--- config.mk ---
export PLATFORM = sky130hd
export DESIGN_NAME = length_prefixed_packet_deframer_unit
export DESIGN_NICKNAME = d
export VERILOG_FILES = /design/src/design/lpd_pkg.sv /design/src/design/lpd_front.sv /design/src/design/lpd_queue.sv /design/src/design/lpd_back.sv /design/src/design/length_prefixed_packet_deframer_unit.sv
export VERILOG_INCLUDE_DIRS = /design/src /design/src/design
export SDC_FILE = /design/constraint.sdc
export NUM_CORES = 1
export LEC_CHECK = 0
export ABC_AREA = 0
export ABC_CLOCK_PERIOD_IN_PS = 11300
export BUFFER_PORTS_ARGS = -buffer_cell sky130_fd_sc_hd__clkbuf_2
export CAP_MARGIN = 5
export CORE_MARGIN = 2
export CORE_UTILIZATION = 50
export CTS_CLUSTER_SIZE = 24
export DETAILED_ROUTE_END_ITERATION = 10
export PLACE_DENSITY = 0.69
export SYNTH_ARGS = -nofsm -noshare
export SYNTH_HDL_FRONTEND = slang
export SYNTH_HIERARCHICAL = 1
export SYNTH_SLANG_ARGS = --single-unit
export TNS_END_PERCENT = 50
--- constraint.sdc ---
create_clock -name clk -period 11.3 [get_ports clk]
set_input_delay 2.26 -clock clk [delete_from_list [all_inputs] [get_ports clk]]
set_output_delay 2.26 -clock clk [all_outputs]
set_load 0.02 [all_outputs]
--- src/design/assert_macros.svh ---
// Assertion macros shared by the deframer RTL.
`ifndef ASSERT_MACROS_SVH
`define ASSERT_MACROS_SVH
`ifndef SYNTHESIS
// Condition that must hold at every clock edge outside reset.
`define ASSERT_ALWAYS(label, clk, rst, expr, msg) \
  label: assert property (@(posedge clk) disable iff (rst) (expr)) else $error(msg);
// Consequent that must hold in the cycle after the antecedent.
`define ASSERT_NEXT(label, clk, rst, ante, cons, msg) \
  label: assert property (@(posedge clk) disable iff (rst) (ante) |=> (cons)) else $error(msg);
`else
`define ASSERT_ALWAYS(label, clk, rst, expr, msg)
`define ASSERT_NEXT(label, clk, rst, ante, cons, msg)
`endif
`endif

--- src/design/lpd_pkg.sv ---
// Types, constants and helpers of the length-prefixed packet deframer.
`default_nettype none
package lpd_pkg;

  localparam int BYTE_W      = 8;
  localparam int LEN_W       = 32;
  localparam int STATUS_W    = 3;
  localparam int LCODE_W     = 3;
  localparam int CFG_IDX_W   = 3;
  localparam int QUEUE_DEPTH = 2;
  localparam int QPTR_W      = (QUEUE_DEPTH > 1) ? $clog2(QUEUE_DEPTH) : 1;
  localparam int QCNT_W      = $clog2(QUEUE_DEPTH + 1);
  localparam int S_TDATA_W   = 8;
  localparam int M_TDATA_W   = 48;

  // configuration register indexes
  localparam logic [CFG_IDX_W-1:0] CFG_CODE_ONE   = 3'd0;
  localparam logic [CFG_IDX_W-1:0] CFG_CODE_TWO   = 3'd1;
  localparam logic [CFG_IDX_W-1:0] CFG_CODE_THREE = 3'd2;
  localparam logic [CFG_IDX_W-1:0] CFG_CODE_FOUR  = 3'd3;
  localparam logic [CFG_IDX_W-1:0] CFG_MAX_PAYLOAD = 3'd4;

  localparam logic [BYTE_W-1:0] CODE_ONE_RESET   = 8'd1;
  localparam logic [BYTE_W-1:0] CODE_TWO_RESET   = 8'd2;
  localparam logic [BYTE_W-1:0] CODE_THREE_RESET = 8'd3;
  localparam logic [BYTE_W-1:0] CODE_FOUR_RESET  = 8'd4;
  localparam logic [LEN_W-1:0]  MAX_PAYLOAD_RESET = 32'd4096;

  // status codes seen on the output
  localparam logic [STATUS_W-1:0] ST_HEAD     = 3'd0;
  localparam logic [STATUS_W-1:0] ST_LEN      = 3'd1;
  localparam logic [STATUS_W-1:0] ST_BODY     = 3'd2;
  localparam logic [STATUS_W-1:0] ST_READY    = 3'd3;
  localparam logic [STATUS_W-1:0] ST_UNKNOWN  = 3'd4;
  localparam logic [STATUS_W-1:0] ST_OVERSIZE = 3'd5;

  // length-field size decoded from a type byte; zero means no match
  localparam logic [LCODE_W-1:0] LC_NONE  = 3'd0;
  localparam logic [LCODE_W-1:0] LC_ONE   = 3'd1;
  localparam logic [LCODE_W-1:0] LC_TWO   = 3'd2;
  localparam logic [LCODE_W-1:0] LC_THREE = 3'd3;
  localparam logic [LCODE_W-1:0] LC_FOUR  = 3'd4;

  typedef enum logic [5:0] {
    PH_HEAD     = 6'b000001,
    PH_LEN      = 6'b000010,
    PH_BODY     = 6'b000100,
    PH_READY    = 6'b001000,
    PH_UNKNOWN  = 6'b010000,
    PH_OVERSIZE = 6'b100000
  } phase_t;

  typedef struct packed {
    logic [BYTE_W-1:0] code_one;
    logic [BYTE_W-1:0] code_two;
    logic [BYTE_W-1:0] code_three;
    logic [BYTE_W-1:0] code_four;
    logic [LEN_W-1:0]  max_payload;
  } cfg_regs_t;

  // one classified item waiting for the back end
  typedef struct packed {
    logic               clear;
    logic [BYTE_W-1:0]  rx_byte;
    logic [LCODE_W-1:0] len_code;
  } queue_item_t;

  typedef struct packed {
    logic              full;
    logic              empty;
    logic [QCNT_W-1:0] count;
  } queue_status_t;

  function automatic logic [STATUS_W-1:0] phase_status(input phase_t ph);
    logic [STATUS_W-1:0] st;
    case (ph)
      PH_LEN:      st = ST_LEN;
      PH_BODY:     st = ST_BODY;
      PH_READY:    st = ST_READY;
      PH_UNKNOWN:  st = ST_UNKNOWN;
      PH_OVERSIZE: st = ST_OVERSIZE;
      default:     st = ST_HEAD;
    endcase
    return st;
  endfunction

endpackage
`default_nettype wire

--- src/design/lpd_front.sv ---
// Front end: accepts input items and decodes type bytes against the codes.
`default_nettype none
module lpd_front (
  input  wire logic                            s_tvalid,
  output logic                                 s_tready,
  input  wire logic [lpd_pkg::S_TDATA_W-1:0]   s_tdata,   // [7:0] rx_byte
  input  wire logic                            s_tuser,   // [0] opcode
  input  wire lpd_pkg::cfg_regs_t              cfg,
  input  wire lpd_pkg::queue_status_t          q_status,
  output logic                                 push,
  output lpd_pkg::queue_item_t                 push_item
);

  logic [lpd_pkg::BYTE_W-1:0]  rx_byte;
  logic [lpd_pkg::LCODE_W-1:0] len_code;

  assign rx_byte = s_tdata[lpd_pkg::BYTE_W-1:0];

  // first matching code in register order wins
  always_comb begin
    if (rx_byte == cfg.code_one) begin
      len_code = lpd_pkg::LC_ONE;
    end else if (rx_byte == cfg.code_two) begin
      len_code = lpd_pkg::LC_TWO;
    end else if (rx_byte == cfg.code_three) begin
      len_code = lpd_pkg::LC_THREE;
    end else if (rx_byte == cfg.code_four) begin
      len_code = lpd_pkg::LC_FOUR;
    end else begin
      len_code = lpd_pkg::LC_NONE;
    end
  end

  assign s_tready           = !q_status.full;
  assign push               = s_tvalid && s_tready;
  assign push_item.clear    = s_tuser;
  assign push_item.rx_byte  = rx_byte;
  assign push_item.len_code = len_code;

endmodule
`default_nettype wire

--- src/design/lpd_queue.sv ---
// Short FIFO of classified items between front and back ends.
`default_nettype none
module lpd_queue (
  input  wire logic                  clk,
  input  wire logic                  rst,
  input  wire logic                  push,
  input  wire lpd_pkg::queue_item_t  push_item,
  input  wire logic                  pop,
  output lpd_pkg::queue_item_t       head,
  output lpd_pkg::queue_status_t     status
);

  lpd_pkg::queue_item_t              slots [lpd_pkg::QUEUE_DEPTH];
  logic [lpd_pkg::QPTR_W-1:0]        wr_ptr;
  logic [lpd_pkg::QPTR_W-1:0]        rd_ptr;
  logic [lpd_pkg::QCNT_W-1:0]        count;

  function automatic logic [lpd_pkg::QPTR_W-1:0] ptr_inc(input logic [lpd_pkg::QPTR_W-1:0] p);
    logic [lpd_pkg::QPTR_W-1:0] r;
    if (p == lpd_pkg::QPTR_W'(lpd_pkg::QUEUE_DEPTH - 1)) begin
      r = '0;
    end else begin
      r = p + 1'b1;
    end
    return r;
  endfunction

  always_ff @(posedge clk) begin
    if (rst) begin
      wr_ptr <= '0;
      rd_ptr <= '0;
      count  <= '0;
    end else begin
      if (push) begin
        wr_ptr <= ptr_inc(wr_ptr);
      end
      if (pop) begin
        rd_ptr <= ptr_inc(rd_ptr);
      end
      if (push && !pop) begin
        count <= count + 1'b1;
      end else if (pop && !push) begin
        count <= count - 1'b1;
      end
    end
  end

  always_ff @(posedge clk) begin
    if (push) begin
      slots[wr_ptr] <= push_item;
    end
  end

  assign head         = slots[rd_ptr];
  assign status.count = count;
  assign status.full  = (count == lpd_pkg::QCNT_W'(lpd_pkg::QUEUE_DEPTH));
  assign status.empty = (count == '0);

endmodule
`default_nettype wire

--- src/design/lpd_back.sv ---
// Back end: deframing state machine and registered result stage.
`default_nettype none
module lpd_back (
  input  wire logic                            clk,
  input  wire logic                            rst,
  input  wire lpd_pkg::queue_status_t          q_status,
  input  wire lpd_pkg::queue_item_t            q_head,
  input  wire logic [lpd_pkg::LEN_W-1:0]       max_payload,
  output logic                                 pop,
  output logic                                 m_tvalid,
  input  wire logic                            m_tready,
  output logic [lpd_pkg::M_TDATA_W-1:0]        m_tdata,
  output logic                                 m_tuser,
  output logic                                 m_tlast
);

  lpd_pkg::phase_t                 phase, phase_next;
  logic [lpd_pkg::LCODE_W-1:0]     len_total, len_total_next;
  logic [lpd_pkg::LCODE_W-1:0]     len_seen, len_seen_next;
  logic [lpd_pkg::LEN_W-1:0]       length_accum, length_accum_next;
  logic [lpd_pkg::LEN_W-1:0]       body_count, body_count_next;
  logic [lpd_pkg::LEN_W-1:0]       body_inc;
  logic [lpd_pkg::LEN_W-1:0]       len_shifted;
  logic [lpd_pkg::LEN_W-1:0]       accum_new;

  logic                            res_valid;
  logic [lpd_pkg::BYTE_W-1:0]      res_byte;
  logic [lpd_pkg::LEN_W-1:0]       res_index;
  logic                            res_last;

  logic [lpd_pkg::STATUS_W-1:0]    out_status;
  logic                            out_valid;
  logic [lpd_pkg::BYTE_W-1:0]      out_byte;
  logic [lpd_pkg::LEN_W-1:0]       out_index;
  logic                            out_last;

  assign pop = !q_status.empty && (!m_tvalid || m_tready);

  assign len_shifted = lpd_pkg::LEN_W'(q_head.rx_byte) << {len_seen[1:0], 3'b000};
  assign accum_new   = length_accum | len_shifted;
  assign body_inc    = body_count + 1'b1;

  always_comb begin
    phase_next        = phase;
    len_total_next    = len_total;
    len_seen_next     = len_seen;
    length_accum_next = length_accum;
    body_count_next   = body_count;
    res_valid         = 1'b0;
    res_byte          = '0;
    res_index         = '0;
    res_last          = 1'b0;
    if (q_head.clear) begin
      phase_next        = lpd_pkg::PH_HEAD;
      len_total_next    = '0;
      len_seen_next     = '0;
      length_accum_next = '0;
      body_count_next   = '0;
    end else begin
      case (phase)
        lpd_pkg::PH_LEN: begin
          length_accum_next = accum_new;
          len_seen_next     = len_seen + 1'b1;
          if ((len_seen + 1'b1) >= len_total) begin
            if (accum_new == '0 || accum_new > max_payload) begin
              phase_next = lpd_pkg::PH_OVERSIZE;
            end else begin
              phase_next      = lpd_pkg::PH_BODY;
              body_count_next = '0;
            end
          end
        end
        lpd_pkg::PH_BODY: begin
          res_valid       = 1'b1;
          res_byte        = q_head.rx_byte;
          res_index       = body_count;
          body_count_next = body_inc;
          if (body_inc >= length_accum) begin
            res_last   = 1'b1;
            phase_next = lpd_pkg::PH_READY;
          end
        end
        lpd_pkg::PH_READY, lpd_pkg::PH_UNKNOWN, lpd_pkg::PH_OVERSIZE: begin
        end
        default: begin
          if (q_head.len_code == lpd_pkg::LC_NONE) begin
            phase_next = lpd_pkg::PH_UNKNOWN;
          end else begin
            phase_next        = lpd_pkg::PH_LEN;
            len_total_next    = q_head.len_code;
            len_seen_next     = '0;
            length_accum_next = '0;
            body_count_next   = '0;
          end
        end
      endcase
    end
  end

  always_ff @(posedge clk) begin
    if (rst) begin
      phase        <= lpd_pkg::PH_HEAD;
      len_total    <= '0;
      len_seen     <= '0;
      length_accum <= '0;
      body_count   <= '0;
      m_tvalid     <= 1'b0;
    end else begin
      if (pop) begin
        phase        <= phase_next;
        len_total    <= len_total_next;
        len_seen     <= len_seen_next;
        length_accum <= length_accum_next;
        body_count   <= body_count_next;
        m_tvalid     <= 1'b1;
      end else if (m_tready) begin
        m_tvalid     <= 1'b0;
      end
    end
  end

  // result payload
  always_ff @(posedge clk) begin
    if (pop) begin
      out_status <= lpd_pkg::phase_status(phase_next);
      out_valid  <= res_valid;
      out_byte   <= res_byte;
      out_index  <= res_index;
      out_last   <= res_last;
    end
  end

  assign m_tdata = {5'b0, out_index, out_byte, out_status};
  assign m_tuser = out_valid;
  assign m_tlast = out_last;

endmodule
`default_nettype wire

--- src/design/length_prefixed_packet_deframer_unit.sv ---
// Top level of the length-prefixed packet deframer: config registers and wiring.
`default_nettype none
`include "assert_macros.svh"
// Type/length/value deframer. Each input item is either a received byte or a
// clear (s_tuser high). A byte seen while waiting for a header is compared
// with the four type codes; the first match selects a length field of one to
// four bytes, sent least significant byte first. A zero length or one above
// max_payload ends in the sticky oversize status, an unknown type byte in the
// sticky unknown-type status. Body bytes come out with data valid (m_tuser),
// their index and tlast on the final one; afterwards bytes are ignored until
// a clear. Every input item gives exactly one result item carrying the phase
// after that item. Throughput is one item per clock while m_tready stays high:
// the front end decodes the type byte, a two-entry queue decouples it from
// the back end, and the back end updates its length/count state and
// registers the result (the body count increment and compare is the longest
// path). An accepted item is first written into the queue and then popped
// into the result register, which raises m_tvalid.
// Configuration writes are always taken (cfg_ready is tied high) and must
// only be issued while the block is idle; indexes beyond 4 are ignored.
module length_prefixed_packet_deframer_unit (
  input  wire logic                             clk,
  input  wire logic                             rst,
  // input stream
  input  wire logic                             s_tvalid,
  output logic                                  s_tready,
  input  wire logic [lpd_pkg::S_TDATA_W-1:0]    s_tdata,  // [7:0] rx_byte
  input  wire logic                             s_tuser,  // [0] opcode (1 = clear)
  // result stream
  output logic                                  m_tvalid,
  input  wire logic                             m_tready,
  output logic [lpd_pkg::M_TDATA_W-1:0]         m_tdata,  // [2:0] status, [10:3] data_byte,
                                                          // [42:11] byte_index, zero above
  output logic                                  m_tuser,  // [0] data_valid
  output logic                                  m_tlast,  // last
  // configuration writes
  input  wire logic                             cfg_valid,
  output logic                                  cfg_ready,
  input  wire logic [lpd_pkg::CFG_IDX_W-1:0]    cfg_index,
  input  wire logic [lpd_pkg::LEN_W-1:0]        cfg_data
);

  lpd_pkg::cfg_regs_t     cfg;
  lpd_pkg::queue_status_t q_status;
  lpd_pkg::queue_item_t   push_item;
  lpd_pkg::queue_item_t   q_head;
  logic                   push;
  logic                   pop;
  logic                   cfg_we;

  assign cfg_ready = 1'b1;
  assign cfg_we    = cfg_valid && cfg_ready;

  // register file; codes take the low byte of the write data
  always_ff @(posedge clk) begin
    if (rst) begin
      cfg.code_one    <= lpd_pkg::CODE_ONE_RESET;
      cfg.code_two    <= lpd_pkg::CODE_TWO_RESET;
      cfg.code_three  <= lpd_pkg::CODE_THREE_RESET;
      cfg.code_four   <= lpd_pkg::CODE_FOUR_RESET;
      cfg.max_payload <= lpd_pkg::MAX_PAYLOAD_RESET;
    end else if (cfg_we) begin
      case (cfg_index)
        lpd_pkg::CFG_CODE_ONE:    cfg.code_one    <= cfg_data[lpd_pkg::BYTE_W-1:0];
        lpd_pkg::CFG_CODE_TWO:    cfg.code_two    <= cfg_data[lpd_pkg::BYTE_W-1:0];
        lpd_pkg::CFG_CODE_THREE:  cfg.code_three  <= cfg_data[lpd_pkg::BYTE_W-1:0];
        lpd_pkg::CFG_CODE_FOUR:   cfg.code_four   <= cfg_data[lpd_pkg::BYTE_W-1:0];
        lpd_pkg::CFG_MAX_PAYLOAD: cfg.max_payload <= cfg_data;
        default: begin
        end
      endcase
    end
  end

  lpd_front u_front (
    .s_tvalid  (s_tvalid),
    .s_tready  (s_tready),
    .s_tdata   (s_tdata),
    .s_tuser   (s_tuser),
    .cfg       (cfg),
    .q_status  (q_status),
    .push      (push),
    .push_item (push_item)
  );

  lpd_queue u_queue (
    .clk       (clk),
    .rst       (rst),
    .push      (push),
    .push_item (push_item),
    .pop       (pop),
    .head      (q_head),
    .status    (q_status)
  );

  lpd_back u_back (
    .clk         (clk),
    .rst         (rst),
    .q_status    (q_status),
    .q_head      (q_head),
    .max_payload (cfg.max_payload),
    .pop         (pop),
    .m_tvalid    (m_tvalid),
    .m_tready    (m_tready),
    .m_tdata     (m_tdata),
    .m_tuser     (m_tuser),
    .m_tlast     (m_tlast)
  );

  // back pressure on the input only when the queue is full
  `ASSERT_ALWAYS(a_ready_only_full, clk, rst, s_tready || q_status.full, "input stalled with room in queue")
  // a last flag only rides on a payload byte
  `ASSERT_ALWAYS(a_last_has_data, clk, rst, !(m_tvalid && m_tlast) || m_tuser, "tlast without payload byte")
  // a payload byte is only reported in body or ready phase
  `ASSERT_ALWAYS(a_data_status, clk, rst, !(m_tvalid && m_tuser) || m_tdata[2:0] == lpd_pkg::ST_BODY || m_tdata[2:0] == lpd_pkg::ST_READY, "payload byte with wrong status")
  // a popped clear always yields the header-wait status
  `ASSERT_NEXT(a_clear_head, clk, rst, pop && q_head.clear, m_tvalid && m_tdata[2:0] == lpd_pkg::ST_HEAD && !m_tuser, "clear did not restart at header")

endmodule
`default_nettype wire

Yosys cells after proc, flatten, opt, wreduce, memory -nomap -nowiden:

Memories as Yosys holds them, arrays and structs flattened. A register that Yosys moved wholly into a read port is not among the register bits.
Cells that the tools add are included.
Widths: inputs -> output; s select.

* flip-flop bits (word level): 190
* memory bits (writable): 24
* input port bits: 49
* word-level logic and storage cells: 124
* memories: 1

* $add $sub $neg: 6
* order comparisons: 3
* equal/unequal tests: 27
* shift operators: 1
* muxes and demuxes: 36
* bitwise operators: 2
* reductions and logical operators: 29

Memories
* u_queue.slots: depth 2, bits a word 12, rd ports 1, clocked after memory_dff 1, wr ports 1, line lpd_queue.sv:13 `lpd_pkg::queue_item_t slots [lpd_pkg::QUEUE_DEPTH];`

Operator list (count)
* $mux 32: 5
* $pmux 32 s3: 1
* $pmux 32 s2: 1
* $add 32x1->32 const B: 1
* $eq 8x8->1: 4
* $ge 32x32->1: 1
* $gt 32x32->1: 1
* $logic_not 32->1: 1
* $or 32x32->32: 1
* $shl 8x5->32: 1
* $mux 3: 9
* $mux 6: 4
* $pmux 6 s3: 1
* $pmux 3 s5: 1
* $eq 6x2->1 const B: 2
* $eq 6x3->1 const B: 2
* $eq 6x4->1 const B: 2
* $eq 6x5->1 const B: 2
* $eq 6x6->1 const B: 2
* $mux 1: 10
* $reduce_and 2->1: 5
* $eq 3x2->1 const B: 2
* $logic_not 3->1: 2
* $ne 3x3->1 const B: 2
* other kinds (27): 41

Depth between registers and ports, before layout:

Gate-level depths: netlist (run 1).

* word-level depth: 10
* gate-level depth with buffers: 14

Modules after synthesis:

Netlist (run 1), hierarchy kept.

By module, submodules not included
* lpd_back: times used 1, cells an instance 955, area each 7901.3 µm²
* length_prefixed_packet_deframer_unit: times used 1, cells an instance 258, area each 2712.6 µm²
* lpd_queue: times used 1, cells an instance 59, area each 1068.5 µm²
* lpd_front: times used 1, cells an instance 59, area each 455.4 µm²

Worst setup path before layout (run 1):

OpenSTA, ideal clock, no wires.

* kind: in2reg
* start point: input m_tready
* end point: register u_back/length_accum[24] in the netlist's numbering
* setup time: 128 ps
* arrival time: 4908 ps
* path slack: 6265 ps
* stages on the path: 10
* path buffers: 2
* cell sequence: nand2b_1 -> nand2b_1 -> clkbuf_1 -> clkinv_1 -> nand2_1 -> o21bai_1 -> clkbuf_1 -> nor3b_1 -> a21oi_1 -> nor2_1

* cells in the longest elaborated chain, start to end: 3

RTL lines
* start: declaration: line length_prefixed_packet_deframer_unit.sv:30 `input wire logic m_tready,`
* $logic_or 1x1->1: line lpd_back.sv:37 `assign pop = !q_status.empty && (!m_tvalid || m_tready);`
* $logic_and 1x1->1: line lpd_back.sv:37
* named net pop: line length_prefixed_packet_deframer_unit.sv:47 `logic pop;`
* $reduce_and 3->1 (no source line)
* end signal: assignment: line lpd_back.sv:113 `length_accum <= length_accum_next;`
* end: declaration: line lpd_back.sv:20 `logic [lpd_pkg::LEN_W-1:0] length_accum, length_accum_next;`

The timed path passes the listed nets, and every way through them passes these cells.
A chain may end at the register's enable or synchronous reset.

==> results.yml, run 1 <==
clock_tree:
  cts_buffer_depth: 3
  cts_sinks: 215
  cts.reportedPaths.clkPinSlew_ns: 0.06
  post_cts_resize_count: 0
  htree_levels: 1
  cts_tree: "done"
  clockRootBuffer: "clkbuf_16"
  post_cts_buffers: 0
  cts_buffers: 24
  ctsHoldBuffers: 0
  clkLatencyLatePin_ns: 0.53
cells_and_area:
  layout_commonest_cell: "dfxtp_1"
  num-nets-final: 1493
  post-route-cell-area_mm2: 0.0135
  layout-drive-gt1-share_pct: 11.9
  layoutNonFillerInstCount: 1715
  syn2layout_area_growth_pct: 10.8
  n_antenna_cell: 0
  layout_common_cells: "dfxtp_1 (146), nand2_1 (112), nor2_1 (107), nand2b_1 (105), clkbuf_2 (94)"
global_routing:
  grt_max_degree: 114
  antenna_found_initial: 0
  grt.overflow.total: 0
  track_usage_pct: 21.8
  grt_pass1_vias: 8588
  grt_pass1_wl_um: 45500
timing:
  tightest_slew_ns: 1.10
  slew_headroom_pct: 25.6
  finalSetupTns_ns: 0
  timing_max_transition_violations_final: 0
  setup_viol: 0
  final_hold_viol_count: 0
  min_period_ns: 4.71
  finalCritPeriodShare_pct: 41.7
  finClkSkew_ns: 0.0214
  rsz0062_at_grt: "false"
  fmax_mhz: 212
die:
  ioPinCount: 102
  die_w_um: 160
  coreArea_mm2: 0.0241
  die_area_mm2: 0.0255
  initial_utilization_pct: 50.4
  rows: 57
  fp.dieH_um: 160
run:
  maxCapViolCount: 0
critical_path:
  arrival_ns: 5.06
  end_kind: "register"
  critPathMaxFanout: 23
  crit_required_ns: 11.65
  start_kind: "register"
  worstSetupPathType: "reg -> reg"
power:
  powerDensity_mw_per_mm2: 169
  ir_drop_uv: 113
  power_leakage_uw: 0.00541
routing:
  routed-via-count: 9399
  drc: 0
  drtPass1Iterations: 5
  viasPerCell: 5.48
  wirelength_um: 28300
  first_iter_violations: 696
  wl_per_cell_um: 16.5
  final_antenna_net_count: 0
yosys:
  syn_inst: 1331
  synth-seq-area-share_pct: 41.2
  synth_top_family_by_area: "simple AND/OR/NAND/NOR gates"
  synth_mux_area_share_pct: 6.97
  ys_warn_count: 6
  yosys.area_share.adder_pct: 7.22
  synth_xor_area_share_pct: 4.98
  synth_ff_type: "dfxtp_1"
  synth-compound-area-share_pct: 9.13
  synth_edf_count: 69
  synthArstFlopShare_pct: 0
  syn_area_per_cell_um2: 9.12
  synth-seq-cells: 215
  netlist_area_mm2: 0.0121
  synth-simple-area-share_pct: 24.6
  synth_cell_types: 71
placement:
  port-buffer-count: 95
  place_area_mm2: 0.0127
  dp.cells: 1672
  dp_hpwl_um: 20100
  routabilityCongestion: 0.871
hold_path:
  hp-class: "reg -> reg"
outcome:
  status: "finished clean"
[worst max-delay path: stages (launching register included)]
cell,delay (ns)
dfxtp_1,0.66
mux2_2,0.48
nand2_1,0.08
nand2_1,0.07
ha_1,0.33
nand4_1,0.15
or4_1,0.57
nor4_1,0.28
a21oi_1,0.08
nor3_1,0.74
o31a_1,0.85
o311ai_0,0.23
[Yosys cell counts, drive strengths merged (23+ instances only)]
cell / count / area [um^2]
ha: 70 / 876
edfxtp: 69 / 2070
clkbuf: 61 / 229
nand2b: 105 / 657
a21oi: 81 / 405
xnor2: 33 / 289
mux2i: 71 / 711
buf: 27 / 180
and2: 37 / 231
o21ai: 27 / 135
xor2: 36 / 315
nand2: 113 / 427
nor3b: 33 / 248
inv: 78 / 293
dfxtp: 146 / 2920
nor4: 23 / 159
nor2: 107 / 402
[sequential cells by signal, indices dropped and copies added (netlist names), 6 cells and up, named ones only]
signal,cells
u_back/out_byte,8
u_queue/slots,24
cfg,64
u_back/out_index,32
u_back/body_count,32
u_back/phase,6
u_back/length_accum,32
[path summary, 6_finish.rpt]
kind                 start                     to  slack (ns)  cells after the start
hold reg to reg    cfg[14]                cfg[14]        0.47                      2
setup reg to reg  register  u_back/body_count[21]        6.59                     11
hold / removal     cfg[14]                cfg[14]        0.47                      2
setup / recovery  register  u_back/body_count[21]        6.59                     11
[per-stage QoR]
| stage | utilization (%) | total power, uW | hold slack (ns) | setup slack (ns) |
|---|---|---|---|---|
| floorplan | - | 1360 | 0.449 | 6.26 |
| global placement | 52.6 | 1520 | 0.459 | 6.70 |
| detailed placement | 52.6 | 1520 | 0.461 | 6.62 |
| CTS | 55.8 | 2280 | 0.474 | 6.59 |
| global route | 55.8 | 2370 | 0.486 | 6.24 |
| finish | 55.8 | 2270 | 0.471 | 6.59 |
[routing by layer]
layer,vias up,wire (um),global-route usage [%]
met3,49,1650,2.75
li1,4695,-,-
met4,0,853,6.35
met1,4354,13300,31.7
met2,301,12500,34.0
met5,-,0,0
[kinds of logic after synthesis]
logic type,after synthesis
buf+inv,168
mux,83
other cells,2
compound gates,180
fa+ha+maj,70
xor+xnor,69
simple gates,544
flops,215
[cell type report]
class	count	area (um^2)
flip-flops and latches	215	4990
inverters	80	300
fillers	2224	10700
clock inverters	12	88.8
well taps	324	405
multi-input cells	952	6460
repair buffers	101	523
clock buffers	31	678
[power by group]
group | total, uW | switching, uW | internal [uW]
sequential | 964 | 42.6 | 922
combinational | 542 | 378 | 164
clock | 761 | 317 | 444
total | 2270 | 737 | 1530
No activity file was read; power rests on OpenSTA's default activity.
==> run 2: changes to the inputs <==
--- a/config.mk
+++ b/config.mk
@@ -7,14 +7,14 @@
 export NUM_CORES = 1
 export LEC_CHECK = 0
 export ABC_AREA = 0
-export ABC_CLOCK_PERIOD_IN_PS = 11300
+export ABC_CLOCK_PERIOD_IN_PS = 4300
 export BUFFER_PORTS_ARGS = -buffer_cell sky130_fd_sc_hd__clkbuf_2
 export CAP_MARGIN = 5
 export CORE_MARGIN = 2
 export CORE_UTILIZATION = 50
 export CTS_CLUSTER_SIZE = 24
 export DETAILED_ROUTE_END_ITERATION = 10
-export PLACE_DENSITY = 0.69
+export PLACE_DENSITY = 0.71
 export SYNTH_ARGS = -nofsm -noshare
 export SYNTH_HDL_FRONTEND = slang
 export SYNTH_HIERARCHICAL = 1
==> constraint.sdc (replaced) <==
create_clock -name clk -period 4.3 [get_ports clk]
set_input_delay 0.86 -clock clk [delete_from_list [all_inputs] [get_ports clk]]
set_output_delay 0.86 -clock clk [all_outputs]
set_load 0.02 [all_outputs]
==> run 2 against run 1 <==
Core utilization rose by 0.21 points; first-iteration DRC count down 7.6%; wire length decreased by 1.0%; clock-buffer cell count increased by 1; largest cell class unchanged.
==> results.yml, run 2 (synthesis gave the netlist of run 1 again) <==
global_routing:
  grt_pass1_wl_um: 45700
  grt_max_degree: 78
  track_usage_pct: 21.7
  grt_pass1_vias: 8812
  antenna_found_initial: 0
  grt.overflow.total: 0
die:
  initial_utilization_pct: 50.4
  coreArea_mm2: 0.0241
  die_area_mm2: 0.0255
  rows: 57
  die_w_um: 160
  ioPinCount: 102
  fp.dieH_um: 160
cells_and_area:
  syn2layout_area_growth_pct: 11.2
  layout-drive-gt1-share_pct: 12.3
  n_antenna_cell: 0
  largest_register_ffs: 64
  regMostFlops: "cfg"
  layout_common_cells: "dfxtp_1 (146), nand2_1 (112), nor2_1 (107), nand2b_1 (105), clkbuf_2 (94)"
  num-nets-final: 1501
  layoutNonFillerInstCount: 1722
  layout_commonest_cell: "dfxtp_1"
critical_path:
  end_kind: "register"
  critPathMaxFanout: 9
  crit_required_ns: 4.63
  worstSetupPathType: "reg -> reg"
  r2r_cells: 12
  arrival_ns: 4.30
  start_kind: "register"
clock_tree:
  cts_sinks: 215
  clockRootBuffer: "clkbuf_16"
  cts_tree: "done"
  cts_buffers: 23
  cts.reportedPaths.clkPinSlew_ns: 0.06
  post_cts_resize_count: 0
  ctsHoldBuffers: 0
  cts_buffer_depth: 3
  post_cts_buffers: 0
  clkLatencyLatePin_ns: 0.52
  htree_levels: 1
hold_path:
  worstHoldPathCells: 2
  hp-class: "reg -> reg"
routing:
  viasPerCell: 5.44
  wirelength_um: 28100
  routed-via-count: 9365
  drtPass1Iterations: 5
  final_antenna_net_count: 0
  wl_per_cell_um: 16.3
  first_iter_violations: 643
  drc: 0
placement:
  port-buffer-count: 95
  dp.cells: 1681
  dp_hpwl_um: 20200
  routabilityCongestion: 0.892
power:
  power_frac_comb_pct: 24.7
  internal_power_uw: 4030
  power_leakage_uw: 0.00543
  sequentialPowerShare_pct: 42.4
  powerDensity_mw_per_mm2: 441
  ir_drop_uv: 276
  switching_share_pct: 32.4
  power_frac_clock_pct: 32.9
  switching_power_uw: 1930
timing:
  setup_viol: 0
  final_hold_viol_count: 0
  finClkSkew_ns: 0.0127
  fmax_mhz: 252
  timing_max_transition_violations_final: 0
  min_period_ns: 3.97
  slew_headroom_pct: 21.6
  tightest_slew_ns: 1.16
  finalCritPeriodShare_pct: 92.3
  finalSetupTns_ns: 0
  rsz0062_at_grt: "false"
run:
  maxCapViolCount: 0
outcome:
  status: "finished clean"
==> run 2: cell count changes in the layout (fill, tap and decap cells not counted), sizes merged <==
cell / change
clkinv: -6
bufinv: +1
buf: +9
clkinvlp: +2
clkbuf: +1
==> run 2: cell type report <==
| type | instances | area, um^2 |
|---|---|---|
| Timing Repair Buffer | 110 | 603 |
| Multi-Input combinational cell | 952 | 6460 |
| Inverter | 80 | 300 |
| Sequential cell | 215 | 4990 |
| Tap cell | 324 | 405 |
| Fill cell | 2206 | 10600 |
| Clock buffer | 32 | 629 |
| Clock inverter | 9 | 108 |
==> run 2: path summary, 6_finish.rpt <==
| check | startpoint | endpoint | slack (ns) |
|---|---|---|---|
| worst min-delay path | cfg[16] | cfg[16] | 0.47 |
| worst max-delay path | u_back/body_count[9] | u_back/out_status[0] | 0.33 |
| worst min register to register | cfg[16] | cfg[16] | 0.47 |
| worst max register to register | u_back/body_count[9] | u_back/out_status[0] | 0.33 |
==> run 2: stage by stage <==
step	hold WS [ns]	setup WS [ns]	area, um^2	util [%]	total power (uW)
floorplan	0.449	0.640	12200	-	3580
global placement	0.460	0.483	12800	52.9	4020
detailed placement	0.464	0.384	12800	52.9	4040
CTS	0.476	0.365	13500	56.0	5990
global route	0.490	0.0556	13500	56.0	6220
finish	0.471	0.332	13500	56.0	5960
==> run 2: power groups by stage <==
stage                     combinational (uW)  clock (uW)  sequential [uW]
after floorplan                          785           0             2790
after global placement                  1460           0             2570
after detailed placement                1470           0             2570
after CTS                               1470        1990             2530
after global routing                    1600        2060             2550
final                                   1470        1960             2530
==> run 2: routing by layer <==
layer / up-vias / GRT usage [%] / part of all wire (%)
li1: 4707 / - / -
met1: 4336 / 31.6 / 48
met2: 278 / 34.6 / 45
met3: 44 / 2.68 / 5.4
met4: 0 / 5.24 / 2.2
met5: - / 0 / 0
==> run 2: critical path, cell delays in order (launching register included) <==
cell      delay (ns)
dfxtp_1         0.46
nand3_1         0.14
or4_4           0.60
or4_4           0.58
nor4_4          0.35
nand3_2         0.14
xnor2_1         0.18
ha_1            0.31
nand4_1         0.11
a211o_1         0.28
a31oi_1         0.33
nor3_1          0.08
o221ai_1        0.22
